<file path="src/design/sgpa_pkg.sv">
// Shared types, register codes and the short-range weight table for the
// softened gravity pair kernel. No dependencies.
package sgpa_pkg;

  localparam int unsigned DsqW    = 66;   // softened distance squared, Q34.32
  localparam int unsigned ProdW   = 64;   // |d| * mass
  localparam int unsigned RootW   = 49;   // distance, Q.32
  localparam int unsigned XqW     = 21;   // weight table position, 5.16
  localparam int unsigned WeightW = 16;   // weight, Q1.15
  localparam int unsigned QuotW   = 32;   // magnitude before saturation

  localparam logic [WeightW-1:0] WeightOne = 16'd32768;

  typedef enum logic [1:0] {
    REG_SOFTENING = 2'd0,
    REG_CUTOFF    = 2'd1,
    REG_SPLIT     = 2'd2
  } cfg_reg_e;

  typedef struct packed {
    logic [31:0] softening_length;
    logic [63:0] cutoff_distance_sq;
    logic [31:0] split_scale;
  } cfg_t;

  // One classified item handed from the front part to the back part
  typedef struct packed {
    logic                  cut;
    logic [2:0]            neg;
    logic [2:0][ProdW-1:0] mm;
    logic [DsqW-1:0]       dsq;
  } fe_t;

  // erfc(x) + 2x/sqrt(pi)*exp(-x*x) in Q1.15, sampled at x = k/8
  function automatic logic [WeightW-1:0] wtab(input logic [5:0] k);
    logic [WeightW-1:0] v;
    case (k)
      6'd0:    v = 16'd32768;
      6'd1:    v = 16'd32720;
      6'd2:    v = 16'd32397;
      6'd3:    v = 16'd31572;
      6'd4:    v = 16'd30110;
      6'd5:    v = 16'd27982;
      6'd6:    v = 16'd25266;
      6'd7:    v = 16'd22121;
      6'd8:    v = 16'd18757;
      6'd9:    v = 16'd15390;
      6'd10:   v = 16'd12214;
      6'd11:   v = 16'd9374;
      6'd12:   v = 16'd6956;
      6'd13:   v = 16'd4991;
      6'd14:   v = 16'd3463;
      6'd15:   v = 16'd2323;
      6'd16:   v = 16'd1508;
      6'd17:   v = 16'd946;
      6'd18:   v = 16'd575;
      6'd19:   v = 16'd337;
      6'd20:   v = 16'd192;
      6'd21:   v = 16'd105;
      6'd22:   v = 16'd56;
      6'd23:   v = 16'd29;
      6'd24:   v = 16'd14;
      6'd25:   v = 16'd7;
      6'd26:   v = 16'd3;
      6'd27:   v = 16'd1;
      6'd28:   v = 16'd1;
      default: v = 16'd0;
    endcase
    return v;
  endfunction

endpackage

</file>
<file path="src/design/sgpa_fifo.sv">
// Short queue between the front and back parts.
// Depends on sgpa_pkg for the item type.
module sgpa_fifo import sgpa_pkg::*; #(
  parameter int unsigned Depth = 4
) (
  input  logic clk_i,
  input  logic rst_ni,
  input  logic push_i,
  input  fe_t  push_data_i,
  output logic full_o,
  input  logic pop_i,
  output logic valid_o,
  output fe_t  pop_data_o
);

  localparam int unsigned PtrW = (Depth > 1) ? $clog2(Depth) : 1;
  localparam int unsigned CntW = $clog2(Depth + 1);

  fe_t             mem_q [Depth];
  logic [PtrW-1:0] wr_q, rd_q;
  logic [CntW-1:0] cnt_q;

  assign full_o     = (cnt_q == CntW'(Depth));
  assign valid_o    = (cnt_q != '0);
  assign pop_data_o = mem_q[rd_q];

  always_ff @(posedge clk_i or negedge rst_ni) begin
    if (!rst_ni) begin
      wr_q  <= '0;
      rd_q  <= '0;
      cnt_q <= '0;
    end else begin
      if (push_i) wr_q <= (wr_q == PtrW'(Depth - 1)) ? '0 : wr_q + 1'b1;
      if (pop_i)  rd_q <= (rd_q == PtrW'(Depth - 1)) ? '0 : rd_q + 1'b1;
      if (push_i && !pop_i)      cnt_q <= cnt_q + 1'b1;
      else if (pop_i && !push_i) cnt_q <= cnt_q - 1'b1;
    end
  end

  always_ff @(posedge clk_i) begin
    if (push_i) mem_q[wr_q] <= push_data_i;
  end

  a_no_overflow: assert property (@(posedge clk_i) disable iff (!rst_ni)
    push_i |-> !full_o) else $error("push into full queue");
  a_no_underflow: assert property (@(posedge clk_i) disable iff (!rst_ni)
    pop_i |-> valid_o) else $error("pop from empty queue");
  a_count_range: assert property (@(posedge clk_i) disable iff (!rst_ni)
    cnt_q <= CntW'(Depth)) else $error("queue count out of range");

endmodule

</file>
<file path="config.mk">
export PLATFORM = sky130hd
export DESIGN_NAME = sgpa_fifo
export DESIGN_NICKNAME = d
export VERILOG_FILES = /design/src/design/sgpa_pkg.sv /design/src/design/sgpa_fifo.sv
export SDC_FILE = /design/constraint.sdc
export NUM_CORES = 1
export LEC_CHECK = 0
export ABC_CLOCK_PERIOD_IN_PS = 6700
export BUFFER_PORTS_ARGS = -buffer_cell sky130_fd_sc_hd__buf_2
export CAP_MARGIN = 25
export CORE_MARGIN = 3
export CORE_UTILIZATION = 47
export CTS_BUF_LIST = sky130_fd_sc_hd__clkbuf_4
export DETAILED_ROUTE_END_ITERATION = 6
export HOLD_SLACK_MARGIN = 0.06
export PLACE_DENSITY = 0.7
export SYNTH_ARGS = -nofsm -noshare
export SYNTH_HDL_FRONTEND = slang
export SYNTH_SLANG_ARGS = --single-unit
</file>
<file path="constraint.sdc">
create_clock -name clk_i -period 6.7 [get_ports clk_i]
set_clock_uncertainty 0.15 [all_clocks]
set_input_delay 0.335 -clock clk_i [delete_from_list [all_inputs] [get_ports clk_i]]
set_output_delay 0.335 -clock clk_i [all_outputs]
set_load 0.005 [all_outputs]
</file>
Yosys cells after proc, flatten, opt, wreduce, memory -nomap -nowiden
Memory sizes are Yosys's and may differ from the RTL's. Index checks and enable logic that the tools add are counted.

Equality and inequality tests: 3. Shift operators: 0. Reductions and logical operators: 6. Multiply operators: 0. $add $sub $neg: 4. Bitwise gates (word level): 0. Multiplexer cells: 6. Magnitude comparators: 0. Div/mod/pow operators: 0.

Operator list (number): 3-bit two-way mux (2); 2-bit by 1-bit adder with 2-bit output (second input constant) (2); 2-bit equality test (second input constant) (2); 2-bit two-way mux (2); 3-bit by 1-bit adder with 3-bit output (second input constant) (1); 3-bit equality test (second input constant) (1); 3-bit nonzero test (1); 3-bit by 1-bit subtractor with 3-bit output (second input constant) (1); 1-bit logical AND (2); 1-bit logical NOT (2); 1-bit two-way mux (2); 2-bit nonzero test (1).

Logic and storage cells: 23. Output and inout bits: 264. Memories: 1. Bits of input ports: 266. Memory bits (read-only): 0. Bits in latches: 0. Bits in registers: 7. Memory bits (writable): 1048.

Memory list: mem_q (words 4, bits a word 262, read ports 1, clocked after Yosys merged registers in 0, wr ports 1, line sgpa_fifo.sv:19) `fe_t mem_q [Depth];`.

Depth between registers and ports, before layout
Gate-level depths: netlist of run 1.

Word-level depth: 4. Gate-level depth with buffers: 7. Mapped depth without buffers: 7.

Worst setup path after synthesis of run 1
Ideal clock, no wire load.

Path type: register -> register. Start point: register wr_q[0]. End point: memory mem_q[0][0] in the netlist's numbering, enable pin. Buffers on the path: 0. Path slack: -665 ps. Data arrival time: 6560 ps. Setup time: 655 ps. Stages on the path, launching flop included: 4. Data required time: 5895 ps. Period minus slack after synthesis: 7365 ps. Cell sequence: dfrtp_1 -> inv_1 -> ha_1 -> and2_1.

RTL lines: start: declaration (line sgpa_fifo.sv:20) `logic [PtrW-1:0] wr_q, rd_q;`; start signal: assignment (line sgpa_fifo.sv:33) `if (push_i) wr_q <= (wr_q == PtrW'(Depth - 1)) ? '0 : wr_q + 1'b1;`; end: declaration (line sgpa_fifo.sv:19).

No word-level cell before the write port.

==> results of run 1 <==
layer usage:
layer | track usage, % | up-vias
met5 | 0 | -
met2 | 34.4 | 908
met3 | 7.90 | 210
met1 | 24.6 | 10390
met4 | 8.73 | 8
li1 | - | 8906
what timing repair did:
item / 4_1_cts / 5_1_grt
resized for setup: 0 / 0
endpoints found under the hold margin: 1232 / 0
hold buffers: 532 / 0
buffers inserted: 0 / 0
cells in the final DEF, fill, tap and decap left out, types with 3 or more instances in the layout:
cell type	count
mux4_2	262
buf_2	529
diode_2	7
and2_4	4
buf_4	10
dfrtp_1	5
clkinv_1	38
inv_2	8
mux2_2	3
ha_1	6
dlygate4sd3_1	532
buf_12	7
nor2_1	3
edfxtp_1	1048
inv_1	4
clkbuf_4	378
clkinv_2	3
stage by stage:
stage	hold WS (ps)	std cells	util, %	setup slack (ps)	instance area (sq um)
floorplan	-111	1406	-	2280	38400
finish	352	3922	62.4	2700	50400
global route	310	3918	62.4	2280	50400
detailed placement	31.7	2953	52.0	3690	42000
global placement	22.3	2953	52.0	3690	42000
CTS	232	3915	62.4	2480	50400
sequential cells by signal, summed over array words and instances, names as in the netlist:
signal	cells
cnt_q	3
mem_q	1048
rd_q	2
wr_q	2
power groups by stage:
stage	clock, uW	sequential [uW]	combinational (uW)
final	5110	8810	5300
after detailed placement	0	8950	5110
after CTS	5220	8810	5380
after global routing	5680	8900	5690
after floorplan	0	8860	3400
after global placement	0	8870	5090
final timing paths:
path / cells past startpoint / endpoint / start / slack, ps
worst max-delay path: 3 / pop_data_o[13] / rd_q[0]$_DFFE_PN0P_ / 2700
worst min-delay path: 1 / cnt_q[2]$_DFFE_PN0P_ / cnt_q[2]$_DFFE_PN0P_ / 350
worst max register to register: 4 / mem_q[0][168]$_DFFE_PP_ / wr_q[0]$_DFFE_PN0P_ / 3760
worst min register to register: 1 / cnt_q[2]$_DFFE_PN0P_ / cnt_q[2]$_DFFE_PN0P_ / 350
max in group asynchronous: 4 / rd_q[0]$_DFFE_PN0P_ / rst_ni / 5410
min in group asynchronous: 4 / cnt_q[1]$_DFFE_PN0P_ / rst_ni / 690
cell families (layout without fill, tap and decap cells):
kind of cell,Yosys count,in the layout,synth area share (%)
AO/OA/AOI/OAI,2,2,0.0260
XOR/XNOR,3,3,0.0684
adder cells (fa/ha/maj),7,7,0.247
buffers and inverters,63,1512,1.76
flip-flops,1055,1055,82.3
multiplexers,265,265,15.4
other,0,7,0
AND/OR/NAND/NOR,11,11,0.150
layout make-up:
type | count | share of cell area (%)
tap | 1060 | 2.63
multi-input combinational | 288 | 12.2
timing repair buffer | 1078 | 16.2
inverter | 4 | 0.0298
antenna | 7 | 0.0347
clock inverter | 52 | 0.509
clock buffer | 378 | 5.63
sequential | 1055 | 62.8
==> flow_summary_export.csv, run 1 <==
group,metric,value,unit
floorplan,die_w,292,microns
route,drt-met1-wl,31.5,mm
route,drtAntennaViolNets,0,
place,port_buffers,529,
logic_synthesis,async_flop_share,0.664,%
timing,period_minus_slack,4000,ps
floorplan,die_h,292,microns
cts,clk_path_buf_depth,4,
route,routed-wl-met2,44.5,mm
route,drc,0,
setup_path,crit_fanout,97,
cts,clk_pin_slew,60,ps
cts,cts_made_buffers,279,
global_route,track_usage,20.8,%
power_and_ir_drop,power_density,381,mW/mm^2
final_layout,area_delta_synth_final,31.2,%
logic_synthesis,syn_area,0.0384,sq mm
logic_synthesis,ys_types,20,
global_route,first_global_vias,22871,
timing,fmax,0.250,GHz
logic_synthesis,syn_area_per_cell,27.3,sq um
logic_synthesis,synth-edff-count,1048,
final_layout,drive_gt1_share,42.3,%
min_path,hp-class,"reg -> reg",
logic_synthesis,synthTopCellsByCount,"edfxtp_1, mux4_2, buf_12, buf_2, buf_6",
route,drtPass1Iterations,5,
logic_synthesis,netlist_instances,1406,
power_and_ir_drop,p_leak,0.0178,uW
route,drt_iter0_drc,1372,
power_and_ir_drop,comb_power_share,27.6,%
global_route,grt_first_pass_wirelength,134,mm
final_layout,fill_cells,5336,
power_and_ir_drop,power_frac_seq,45.8,%
power_and_ir_drop,p_clk_share,26.6,%
logic_synthesis,synth.area.top_cells,"edfxtp_1, mux4_2, buf_12",
power_and_ir_drop,p_total,19200,uW
cts,clk_latency,1040,ps
logic_synthesis,synth_flop_cell,"edfxtp_1",
cts,cts_tree,"yes",
cts,htreeDepth,5,
place,dp_hpwl,46.1,mm
floorplan,rows,104,
timing,tightest_slew,1100,ps
route,drt_wl_total,86.8,mm
route,wl_per_cell,22.1,microns
power_and_ir_drop,switching_share,28.6,%
logic_synthesis,seq_area_frac_synth,82.3,%
setup_path,cp-end-kind,"primary output",
logic_synthesis,syn-num-nets,1679,
final_layout,seq_area,0.0317,sq mm
route,via_per_inst,5.21,
place,place.gp.congestion,0.735,
route,top_layer,"met5",
power_and_ir_drop,p_sw,5490,uW
setup_path,cp_num_buf_inv,2,
timing,setup_viol,0,
timing,relSlewSlack,26.6,%
timing,finalCritPeriodShare,59.8,%
setup_path,cp.required,6210,ps
job,drv_cap,0,
route,vias,20422,
floorplan,die_area,0.0853,sq mm
global_route,grt_max_degree,143,
logic_synthesis,yosysMostFrequentCell,"edfxtp_1",
timing,slew_violations,0,
global_route,grt.overflow.total,0,
power_and_ir_drop,irDropWorstVdd,0.000385,V
logic_synthesis,ys_warn_count,0,
global_route,antenna_found_initial,9,
floorplan,io_pins,530,
setup_path,path_cells,"buf_12 > mux4_2 > buf_2",
logic_synthesis,yosys.area.top_type_share,81.9,%
final_layout,layout.nets,2979,
timing,rsz0062_at_grt,"false",
setup_path,cp-start-kind,"register",
setup_path,cpPeakStageDelay,830,ps
status,status,"finished clean",
timing,hold_viol,0,
power_and_ir_drop,internal-power,13700,uW
timing,tns,0,ps
route,wl_met3,8.09,mm
logic_synthesis,synth_top_area_cell,"edfxtp_1",
setup_path,cp.arrival,3520,ps
logic_synthesis,ys_seq_elements,1055,
floorplan,start_util,47.6,%
setup_path,critPathTopFamily,"flip-flops",
cts,root_buffer,"clkbuf_4",
cts,cts.sink_count,1055,
setup_path,crit_type,"reg -> out",
setup_path,slowest_stage,"dfrtp_4",
floorplan,fp.coreArea,0.0808,sq mm
final_layout,multiInputGateArea,0.00613,sq mm
No activity file was read; power rests on OpenSTA's default activity.
==> run 2, diff against run 1 <==
--- a/config.mk
+++ b/config.mk
@@ -5,7 +5,7 @@
 export SDC_FILE = /design/constraint.sdc
 export NUM_CORES = 1
 export LEC_CHECK = 0
-export ABC_CLOCK_PERIOD_IN_PS = 6700
+export ABC_CLOCK_PERIOD_IN_PS = 3840
 export BUFFER_PORTS_ARGS = -buffer_cell sky130_fd_sc_hd__buf_2
 export CAP_MARGIN = 25
 export CORE_MARGIN = 3
@@ -13,7 +13,7 @@
 export CTS_BUF_LIST = sky130_fd_sc_hd__clkbuf_4
 export DETAILED_ROUTE_END_ITERATION = 6
 export HOLD_SLACK_MARGIN = 0.06
-export PLACE_DENSITY = 0.7
+export PLACE_DENSITY = 0.67
 export SYNTH_ARGS = -nofsm -noshare
 export SYNTH_HDL_FRONTEND = slang
 export SYNTH_SLANG_ARGS = --single-unit
==> constraint.sdc (replaced) <==
create_clock -name clk_i -period 3.84 [get_ports clk_i]
set_clock_uncertainty 0.15 [all_clocks]
set_input_delay 0.192 -clock clk_i [delete_from_list [all_inputs] [get_ports clk_i]]
set_output_delay 0.192 -clock clk_i [all_outputs]
set_load 0.005 [all_outputs]
==> run 2 against run 1 <==
Effect of this change:
- first-iteration DRC count decreased by 19%
- setup slack lost 2400 ps
- register-to-register slack lost 2300 ps
- total power rose by 76%
- critical endpoint is now pop_data_o[207]
- highest routed layer is now met4
==> flow_summary_export.csv, run 2 (synthesis results as in run 1) <==
group,metric,value,unit
timing,tns,0,ps
global_route,grt_busiest_layer,"met2",
final_layout,reg_top3,"mem_q: 1048 flops, cnt_q: 3 flops",
timing,relSlewSlack,34.9,%
route,drtPass1Iterations,5,
timing,period_minus_slack,3510,ps
final_layout,drive_gt1_share,42.9,%
job,drv_cap,0,
timing,fmax,0.285,GHz
global_route,gr-usage-met3,7.19,%
timing,rsz0062_at_grt,"false",
global_route,first_global_vias,23016,
route,via_per_inst,5.15,
final_layout,fill_cells,5447,
power_and_ir_drop,power_density,664,mW/mm^2
cts,root_buffer,"clkbuf_4",
power_and_ir_drop,switching_share,28.5,%
route,wl_per_cell,21.9,microns
place,place.gp.congestion,0.752,
power_and_ir_drop,irDropWorstVdd,0.000451,V
setup_path,crit_fanout,60,
timing,slew_violations,0,
cts,cts_made_buffers,285,
floorplan,start_util,47.6,%
global_route,grt.met1_usage,24.6,%
cts,cts_tree,"yes",
final_layout,area_delta_synth_final,32.3,%
setup_path,crit_cells,3,
setup_path,critPathTopFamily,"flip-flops",
cts,htreeDepth,5,
route,drt_iter0_drc,1112,
global_route,antenna_found_initial,8,
setup_path,cp.arrival,3170,ps
final_layout,most-common-layout-cells,"edfxtp_1, dlygate4sd3_1, buf_2",
power_and_ir_drop,p_leak,0.0180,uW
cts,cts.sink_count,1055,
floorplan,fp.coreArea,0.0808,sq mm
setup_path,cp-start-kind,"register",
setup_path,cpPeakStageDelay,750,ps
global_route,grt_use_met2,35.0,%
floorplan,rows,104,
status,status,"finished clean",
global_route,grt.overflow.total,0,
final_layout,final_area,0.0509,sq mm
route,vias,20436,
final_layout,layout_commonest_cell,"edfxtp_1",
power_and_ir_drop,p_sw,9640,uW
setup_path,cp.required,3500,ps
floorplan,die_area,0.0853,sq mm
global_route,grt_max_degree,125,
timing,whs,232,ps
setup_path,path_cells,"buf_12 > mux4_2 > buf_2",
setup_path,cp_num_buf_inv,2,
setup_path,worstRegToRegCells,4,
floorplan,die_w,292,microns
global_route,grt_first_pass_wirelength,134,mm
route,drtAntennaViolNets,0,
cts,postCtsSetupBuffers,0,
timing,setup_viol,0,
cts,clk_path_buf_depth,4,
place,port_buffers,529,
timing,hold_viol,0,
power_and_ir_drop,p_clk_share,26.4,%
timing,finalCritPeriodShare,91.4,%
timing,tightest_slew,977,ps
final_layout,largest_register,"mem_q",
floorplan,die_h,292,microns
power_and_ir_drop,internal-power,24200,uW
final_layout,final_core_util,62.9,%
final_layout,largest_register_ffs,1048,
setup_path,crit_type,"reg -> out",
global_route,track_usage,20.8,%
route,drt_wl_total,86.8,mm
place,dp_hpwl,49.3,mm
setup_path,cp-end-kind,"primary output",
final_layout,layout.nets,3014,
cts,clk_latency,1110,ps
floorplan,io_pins,530,
power_and_ir_drop,comb_power_share,28.4,%
place,place_area,0.0424,sq mm
power_and_ir_drop,power_frac_seq,45.2,%
min_path,hold_depth,3,
min_path,hp-class,"in -> reg",
setup_path,slowest_stage,"dfrtp_4",
cts,clk_pin_slew,70,ps
route,drc,0,
==> run 2: power by group through the flow <==
stage                     Combinational [uW]  Clock, uW  Sequential, uW
after floorplan                         5940          0           15300
after global placement                  9290          0           15400
after detailed placement                9290          0           15500
after CTS                               9780       9150           15300
after global routing                   10300       9860           15400
final                                   9590       8920           15300
==> run 2: area by class of cell <==
class / instances / area (sq um) / area share (%)
clock buffer: 380 / 2850 / 5.61
tap: 1060 / 1330 / 2.61
antenna: 18 / 45.0 / 0.0886
timing repair buffer: 1107 / 8550 / 16.8
sequential: 1055 / 31700 / 62.2
inverter: 4 / 15.0 / 0.0295
multi-input combinational: 288 / 6130 / 12.1
clock inverter: 60 / 287 / 0.563
==> run 2: path summary, 6_finish.rpt <==
check | startpoint | to | slack [ps]
max in group asynchronous | rst_ni | rd_q[1]$_DFFE_PN0P_ | 2700
hold reg to reg | cnt_q[2]$_DFFE_PN0P_ | cnt_q[2]$_DFFE_PN0P_ | 340
setup reg to reg | wr_q[0]$_DFFE_PN0P_ | mem_q[0][29]$_DFFE_PP_ | 1410
min in group asynchronous | rst_ni | cnt_q[0]$_DFFE_PN0P_ | 510
hold / removal | push_data_i[53] | mem_q[0][53]$_DFFE_PP_ | 230
setup / recovery | rd_q[0]$_DFFE_PN0P_ | pop_data_o[207] | 330
==> run 2: stage by stage <==
step / total power, uW / std cells / worst slack (ps)
6_report: 33800 / 3972 / 329
4_1_cts: 34200 / 3954 / 138
2_1_floorplan: 21300 / 1406 / 793
3_5_place_dp: 24800 / 2983 / 1370
3_3_place_gp: 24700 / 2983 / 1410
5_1_grt: 35600 / 3964 / 36.0
==> run 2: routing by layer <==
metal  vias to the layer above  routed length, microns  share of wire [%]
met5                         -                       0                  0
met2                       864                   45000                 52
li1                       8987                       -                  -
met4                         0                    2480                2.9
met1                     10425                   31800                 37
met3                       160                    7510                8.6
==> run 2: what timing repair did <==
item,in CTS,in global routing
endpoints found under the setup margin,0,0
hold buffers,531,0
gates resized for setup,0,0
endpoints found under the hold margin,2110,0
==> run 2: worst register-to-register path, cell delays in order, from the launching register on <==
cell,delay [ps]
dfrtp_1,410
inv_1,110
ha_1,150
and2_4,750
buf_4,490
==> run 3, diff against run 2 <==
--- a/config.mk
+++ b/config.mk
@@ -10,7 +10,7 @@
 export CAP_MARGIN = 25
 export CORE_MARGIN = 3
 export CORE_UTILIZATION = 47
-export CTS_BUF_LIST = sky130_fd_sc_hd__clkbuf_4
+export CTS_BUF_LIST = sky130_fd_sc_hd__clkbuf_16
 export DETAILED_ROUTE_END_ITERATION = 6
 export HOLD_SLACK_MARGIN = 0.06
 export PLACE_DENSITY = 0.67
==> run 3 against run 2 <==
Effect of this change:
- flip-flop and latch count is the same
- critical path depth is the same
- combinational power down 2.7%
- total power up 1.7%
- maximum frequency rose by 16%
- clock-buffer cell count down 273
- hold slack worse by 99 ps
- sequential power hardly changed
- final cell count is 13% lower
- clock power grew 9.3%
- largest power group unchanged
- setup slack improved by 470 ps
==> flow_summary_export.csv, run 3 (synthesis results as in run 1) <==
group,metric,value,unit
status,status,"finished clean",
global_route,antenna_found_initial,7,
cts,clk_path_buf_depth,3,
timing,fmax,0.329,GHz
timing,slew_violations,0,
route,top_layer,"met5",
route,drt-met1-wl,30.6,mm
power_and_ir_drop,switching_share,27.7,%
power_and_ir_drop,internal-power,24900,uW
cts,clk_latency,660,ps
timing,tightest_slew,988,ps
cts,clk_pin_slew,60,ps
final_layout,layout_commonest_cell,"edfxtp_1",
final_layout,reg_top3,"mem_q: 1048 flops, cnt_q: 3 flops",
timing,period_minus_slack,3040,ps
setup_path,path_cells,"buf_12 > mux4_2 > buf_2",
global_route,grt_first_pass_wirelength,125,mm
power_and_ir_drop,p_leak,0.0167,uW
route,wl_per_cell,23.5,microns
floorplan,die_w,292,microns
final_layout,largest_register,"mem_q",
floorplan,rows,104,
final_layout,layout.nets,2569,
timing,rsz0062_at_grt,"false",
route,drt_wl_total,81.2,mm
final_layout,largest_register_ffs,1048,
place,port_buffers,529,
setup_path,cp-start-kind,"register",
place,dp_hpwl,49.3,mm
power_and_ir_drop,p_sw,9500,uW
cts,postCtsSetupBuffers,0,
setup_path,cp.required,3500,ps
global_route,first_global_vias,20275,
route,drtPass1Iterations,5,
setup_path,cp-end-kind,"primary output",
final_layout,drive_gt1_share,41.9,%
timing,hold_viol,0,
setup_path,cp.arrival,2700,ps
floorplan,fp.coreArea,0.0808,sq mm
timing,finalCritPeriodShare,79.1,%
route,routed-wl-met2,42.0,mm
cts,cts.sink_count,1055,
floorplan,die_h,292,microns
setup_path,crit_type,"reg -> out",
setup_path,slowest_stage,"dfrtp_4",
setup_path,worstReg2RegStart,"wr_q[0]$_DFFE_PN0P_",
cts,hold_buffers,266,
timing,setup_viol,0,
route,via_per_inst,5.34,
setup_path,critPathLaunch,"rd_q[0]$_DFFE_PN0P_",
cts,cts_tree,"yes",
power_and_ir_drop,irDropWorstVdd,0.000533,V
floorplan,io_pins,530,
power_and_ir_drop,power_frac_seq,44.5,%
setup_path,crit_fanout,60,
timing,relSlewSlack,34.1,%
global_route,track_usage,19.3,%
cts,root_buffer,"clkbuf_16",
min_path,hp-class,"in -> reg",
route,drc,0,
route,wl_met3,6.28,mm
timing,tns,0,ps
power_and_ir_drop,power_density,710,mW/mm^2
job,drv_cap,0,
power_and_ir_drop,p_clk_share,28.4,%
cts,cts_made_buffers,105,
power_and_ir_drop,comb_power_share,27.2,%
route,drt_iter0_drc,1189,
final_layout,final_core_util,59.9,%
route,vias,18420,
global_route,grt.overflow.total,0,
setup_path,cpPeakStageDelay,760,ps
min_path,min-delay-start,"push_data_i[74]",
final_layout,most-common-layout-cells,"edfxtp_1, buf_2, dlygate4sd3_1",
final_layout,area_delta_synth_final,25.9,%
floorplan,start_util,47.6,%
route,drtAntennaViolNets,0,
floorplan,die_area,0.0853,sq mm
global_route,grt_max_degree,125,
place,place.gp.congestion,0.752,
power_and_ir_drop,p_total,34400,uW
cts,htreeDepth,3,
cts,ctsResizeCount,0,
==> run 3: cell count changes in the layout (fill, tap and decap cells not counted), moves of 4 or more <==
| cell | before | now |
|---|---|---|
| clkbuf_4 | 380 | 0 |
| dlygate4sd3_1 | 531 | 266 |
| clkbuf_16 | 0 | 107 |
| clkinv_2 | 7 | 28 |
| clkinv_1 | 45 | 28 |
| inv_1 | 4 | 18 |
| diode_2 | 18 | 6 |
| inv_2 | 6 | 0 |
| bufinv_16 | 2 | 7 |
| clkinv_16 | 0 | 4 |
==> run 3: per-stage QoR <==
stage	hold slack, ps	instance area (sq um)	setup WS, ps	std cells
after global placement	-120	42400	1410	2983
after CTS	64.3	48400	672	3443
after detailed placement	-114	42400	1370	2983
final	133	48400	802	3449
after global routing	97.1	48400	593	3448
after floorplan	-254	38500	793	1406
==> run 3: critical path, delay by kind of cell, from the launching register on <==
family | cells | cell delay, ps
multiplexers | 1 | 590
flip-flops | 1 | 760
buffers and inverters | 2 | 610
==> run 3: area by class of cell <==
class	instances	area (sq um)
repair buffers	842	5900
well taps	1060	1330
multi-input cells	288	6130
flip-flops and latches	1055	31700
diodes	6	15.0
clock buffers	107	2680
clock inverters	87	678
fillers	5611	32400
inverters	4	15.0
==> run 3: path summary, 6_finish.rpt <==
path	slack, ps	end	depth (start not counted)
max in group asynchronous	2840	rd_q[1]$_DFFE_PN0P_	3
worst max register to register	1430	mem_q[0][215]$_DFFE_PP_	4
worst min register to register	340	cnt_q[2]$_DFFE_PN0P_	1
min in group asynchronous	400	rd_q[0]$_DFFE_PN0P_	3
worst min-delay path	130	mem_q[2][74]$_DFFE_PP_	2
worst max-delay path	800	pop_data_o[206]	3
==> run 3: power by group through the flow <==
stage	Sequential, uW	Clock (uW)	Combinational [uW]
finish	15300	9750	9330
global route	15400	10500	10100
CTS	15300	9990	9570
detailed placement	15500	0	9290
global placement	15400	0	9290
floorplan	15300	0	5940
==> run 3: per-layer routing <==
layer,track usage [%],up-vias
met5,0,-
met4,6.20,2
met3,5.28,146
met2,32.9,661
met1,24.3,9668
li1,-,7943
